File: src/hw/rtl/fenced_page_linear_suballocator_top_assert.svh
// ----------------------------------------------------------------------------
// fenced page linear suballocator assertion macros
// shared assertion forms for the suballocator top level
// ----------------------------------------------------------------------------
`ifndef FENCED_PAGE_LINEAR_SUBALLOCATOR_TOP_ASSERT_SVH
`define FENCED_PAGE_LINEAR_SUBALLOCATOR_TOP_ASSERT_SVH

// same-cycle implication, clocked on i_clk and off during reset
`define FPLS_CHECK(lbl, ante, cons, msg) \
    lbl: assert property (@(posedge i_clk) disable iff (!i_rst_n) (ante) |-> (cons)) \
        else $error(msg);

// next-cycle implication, clocked on i_clk and off during reset
`define FPLS_CHECK_NEXT(lbl, ante, cons, msg) \
    lbl: assert property (@(posedge i_clk) disable iff (!i_rst_n) (ante) |=> (cons)) \
        else $error(msg);

`endif

File: src/hw/rtl/fpls_ram.sv
// ----------------------------------------------------------------------------
// fpls_ram
// generic simple dual port ram, one write and one registered read port
// ----------------------------------------------------------------------------
module fpls_ram #(
    parameter  int unsigned WIDTH  = 8,
    parameter  int unsigned DEPTH  = 64,
    localparam int unsigned ADDR_W = $clog2(DEPTH)
) (
    input  logic              i_clk,
    input  logic              i_we,
    input  logic [ADDR_W-1:0] i_waddr,
    input  logic [WIDTH-1:0]  i_wdata,
    input  logic [ADDR_W-1:0] i_raddr,
    output logic [WIDTH-1:0]  o_rdata
);

    logic [WIDTH-1:0] r_mem [DEPTH];
    logic [WIDTH-1:0] r_rdata;

    always_ff @(posedge i_clk) begin
        if (i_we) begin
            r_mem[i_waddr] <= i_wdata;
        end
        r_rdata <= r_mem[i_raddr];
    end

    assign o_rdata = r_rdata;

endmodule

File: config.mk
export PLATFORM = sky130hd
export DESIGN_NAME = fpls_ram
export DESIGN_NICKNAME = d
export VERILOG_FILES = /design/src/hw/rtl/fenced_page_linear_suballocator_top_assert.svh /design/src/hw/rtl/fpls_ram.sv
export SDC_FILE = /design/constraint.sdc
export NUM_CORES = 1
export LEC_CHECK = 0
export BUFFER_PORTS_ARGS = -buffer_cell sky130_fd_sc_hd__buf_2
export CAP_MARGIN = 20
export CORE_AREA = 10 10 223 172
export DETAILED_ROUTE_END_ITERATION = 6
export DIE_AREA = 0 0 233 182
export PLACE_DENSITY_LB_ADDON = 0.25
export SLEW_MARGIN = 30
export SYNTH_ARGS = -nofsm -noshare
export SYNTH_HDL_FRONTEND = slang
export SYNTH_SLANG_ARGS = --single-unit
export TNS_END_PERCENT = 5
File: constraint.sdc
create_clock -name i_clk -period 2.3 [get_ports i_clk]
set_input_delay 0.23 -clock i_clk [delete_from_list [all_inputs] [get_ports i_clk]]
set_output_delay 0.23 -clock i_clk [all_outputs]
set_load 0.01 [all_outputs]
==> impl_metrics.json <==
{
  "status": "completed",
  "cp_max_fo": 1,
  "coreArea_um2": 34100,
  "antenna_left": 0,
  "std_cell_rows": 59,
  "ys.flop_type": "edfxtp_1",
  "max_freq_mhz": 488,
  "grt_setup_unrepaired": "no",
  "fin_hold_ws_ns": 0.143,
  "arrival_ns": 2.49,
  "path_class": "reg2reg",
  "drtIter0Drc": 1259,
  "antenna_found_initial": 0,
  "cts_setup_buffers": 0,
  "io_buffers": 29,
  "dpl.hpwl_um": 28700,
  "overflow": 0,
  "syn_inst": 940,
  "synth.distinct_cells": 40,
  "worst_pin_slew_ns": 0.929,
  "clk_pin_slew_ns": 0.06,
  "cp.required_ns": 2.74,
  "layout-drive-gt1-share_pct": 32.0,
  "end_kind": "flip-flop",
  "seq_area_frac_synth_pct": 77.0,
  "ir_drop_mv": 0.611,
  "final_nets": 1122,
  "period_share_pct": 89.1,
  "nFillCells": 2145,
  "wl_per_cell_um": 28.2,
  "async_flop_share_pct": 0,
  "p_int_uw": 15100,
  "dieWidth_um": 233,
  "io_pins": 30,
  "synth-seq-cells": 520,
  "place.gp.congestion": 0.876,
  "clk_path_buf_depth": 3,
  "combPwrFrac_pct": 5.6,
  "switchingPower_uw": 3940,
  "synth-edff-count": 512,
  "die_area_um2": 42400,
  "cts_buffers": 48,
  "seqPwrFrac_pct": 55.2,
  "route.detailed.drc": 0,
  "slew_viol_final": 0,
  "grt_max_degree": 65,
  "syn_nets": 962,
  "avgSynthCellArea_um2": 21.5,
  "routed-via-count": 10203,
  "pre_cts_slack_ns": -0.122,
  "power_frac_clock_pct": 39.3,
  "multi_input_area_um2": 4320,
  "clk_latency_ns": 0.56,
  "finClkSkew_ns": 0.0193,
  "viasPerCell": 6.41,
  "dieHeight_um": 182,
  "p_leak_uw": 0.00754,
  "hold_viol": 0,
  "cts_sinks": 520,
  "wl_um": 44900,
  "grt.total_usage_pct": 21.5,
  "power_density_nw_per_um2": 821,
  "syn_to_final_growth_pct": 15.2,
  "grt_pass1_wl_um": 67400,
  "post-route-util_pct": 68.1,
  "worst_slack_ns": 0.252,
  "max-cap-violations": 0,
  "n_antenna_cell": 0,
  "h-tree-depth": 2,
  "setup_viol": 0,
  "yosysWarningCount": 0,
  "relSlewSlack_pct": 38.1,
  "min_path_type": "in2reg",
  "dr.pass1.iters": 5,
  "netlist_area_um2": 20200,
  "initial_core_util_pct": 59.1,
  "final.min_clock_period_ns": 2.05,
  "cts-root-buf": "clkbuf_16",
  "p_sw_share_pct": 20.7,
  "timing.setup.tns_ns": 0,
  "cts_tree": "done",
  "grt_pass1_vias": 10272,
  "seqCellArea_um2": 15500,
  "critPathLaunchType": "flip-flop"
}
## state kept, by name (all words and copies together) (netlist names)
signal / count
r_mem: 512
o_rdata: 8
## cells in the final DEF, fill, tap and decap left out, types with 2 or more instances in the layout
cell type,Yosys,final
o32ai_1,2,2
mux2_2,13,13
edfxtp_1,512,512
o2bb2ai_1,3,3
clkbuf_16,0,50
nand2b_1,7,7
mux2i_1,23,23
nand2_1,19,19
mux4_2,126,126
a21oi_1,3,3
o22ai_1,8,8
nand3b_1,3,3
o21ai_0,2,2
clkinv_1,0,10
nor4_1,2,2
o221a_2,2,2
buf_2,11,25
a2111oi_0,2,2
o221ai_1,8,8
nor2_1,83,83
a22oi_1,3,3
buf_12,2,15
o2111ai_1,3,3
nand3_1,13,13
o21a_1,2,2
bufinv_16,0,2
a211oi_1,4,4
o41ai_1,2,2
o21ai_1,2,2
buf_4,13,119
nand4_1,2,2
nor3_1,7,7
nor2b_1,14,14
a221oi_1,6,6
clkbuf_1,17,13
dfxtp_1,8,8
clkinv_2,0,8
## path summary, 6_finish.rpt
| path | start | to | slack (ns) | cells past startpoint |
|---|---|---|---|---|
| max | r_mem[25][4] | o_rdata[4] | 0.25 | 5 |
| min | i_raddr[5] | o_rdata[4] | 0.14 | 3 |
| max reg2reg | r_mem[25][4] | o_rdata[4] | 0.25 | 5 |
| min reg2reg | r_mem[26][4] | o_rdata[4] | 0.87 | 3 |
## repair_timing
| item | 4_1_cts | 5_1_grt |
|---|---|---|
| endpoints found under the hold margin | 8 | 0 |
| resized for setup | 0 | 0 |
| hold buffers | 1 | 0 |
## synth_stat cells (2+ instances only)
library cell | instances | area (um^2)
a2111oi_0 | 2 | 17.5
a211oi_1 | 4 | 30.0
a21oi_1 | 3 | 15.0
a221oi_1 | 6 | 52.6
a22oi_1 | 3 | 22.5
buf_1 | 4 | 15.0
buf_12 | 2 | 40.0
buf_2 | 11 | 55.1
buf_4 | 13 | 97.6
buf_6 | 4 | 45.0
clkbuf_1 | 17 | 63.8
dfxtp_1 | 8 | 160
edfxtp_1 | 512 | 15400
mux2_2 | 13 | 146
mux2i_1 | 23 | 230
mux4_2 | 126 | 2840
nand2_1 | 19 | 71.3
nand2b_1 | 7 | 43.8
nand3_1 | 13 | 65.1
nand3b_1 | 3 | 22.5
nand4_1 | 2 | 12.5
nor2_1 | 83 | 312
nor2b_1 | 14 | 87.6
nor3_1 | 7 | 35.0
nor4_1 | 2 | 12.5
o2111ai_1 | 3 | 26.3
o21a_1 | 2 | 15.0
o21ai_0 | 2 | 10.0
o21ai_1 | 2 | 10.0
o221a_2 | 2 | 22.5
o221ai_1 | 8 | 70.1
o22ai_1 | 8 | 50.1
o2bb2ai_1 | 3 | 26.3
o32ai_1 | 2 | 17.5
o41ai_1 | 2 | 17.5
## per-stage QoR
step | power, uW | std cells | instance area [um^2]
floorplan | 11300 | 940 | 20200
global placement | 11700 | 1506 | 21800
detailed placement | 11800 | 1506 | 21800
CTS | 19200 | 1592 | 23200
global route | 19600 | 1592 | 23200
finish | 19100 | 1592 | 23200
## cell families (layout without fill, tap and decap cells)
| logic type | count (synthesis) | in the layout | synth area share [%] |
|---|---|---|---|
| buf+inv | 51 | 246 | 1.57 |
| flops | 520 | 520 | 77.0 |
| simple gates | 153 | 153 | 3.39 |
| mux | 162 | 162 | 15.9 |
| compound gates | 54 | 54 | 2.07 |
## critical path: stages (launching register included)
cell and delay, ns:
edfxtp_1 0.38, mux4_2 0.47, mux2_2 0.27, o221a_2 0.31
nor3_1 0.34, o32ai_1 0.14
## layer usage
metal | share of wire (%) | global-route usage (%) | up-vias
li1 | - | - | 4247
met1 | 43 | 32.9 | 5328
met2 | 46 | 31.3 | 573
met3 | 9.8 | 4.42 | 55
met4 | 1.8 | 5.39 | 0
met5 | 0 | 0 | -
## layout make-up
| class | count | share of cell area [%] |
|---|---|---|
| clock buffers | 63 | 5.60 |
| well taps | 457 | 2.46 |
| repair buffers | 161 | 5.78 |
| flip-flops and latches | 520 | 66.9 |
| multi-input cells | 369 | 18.6 |
| clock inverters | 22 | 0.695 |
## power by group through the flow
stage	Combinational [uW]	Sequential, uW	Clock (uW)
5_1_grt	1120	10500	7960
2_1_floorplan	559	10700	0
3_5_place_dp	1060	10700	0
6_report	1060	10500	7490
3_3_place_gp	1030	10700	0
4_1_cts	1060	10500	7570
No activity file was read; power rests on OpenSTA's default activity.
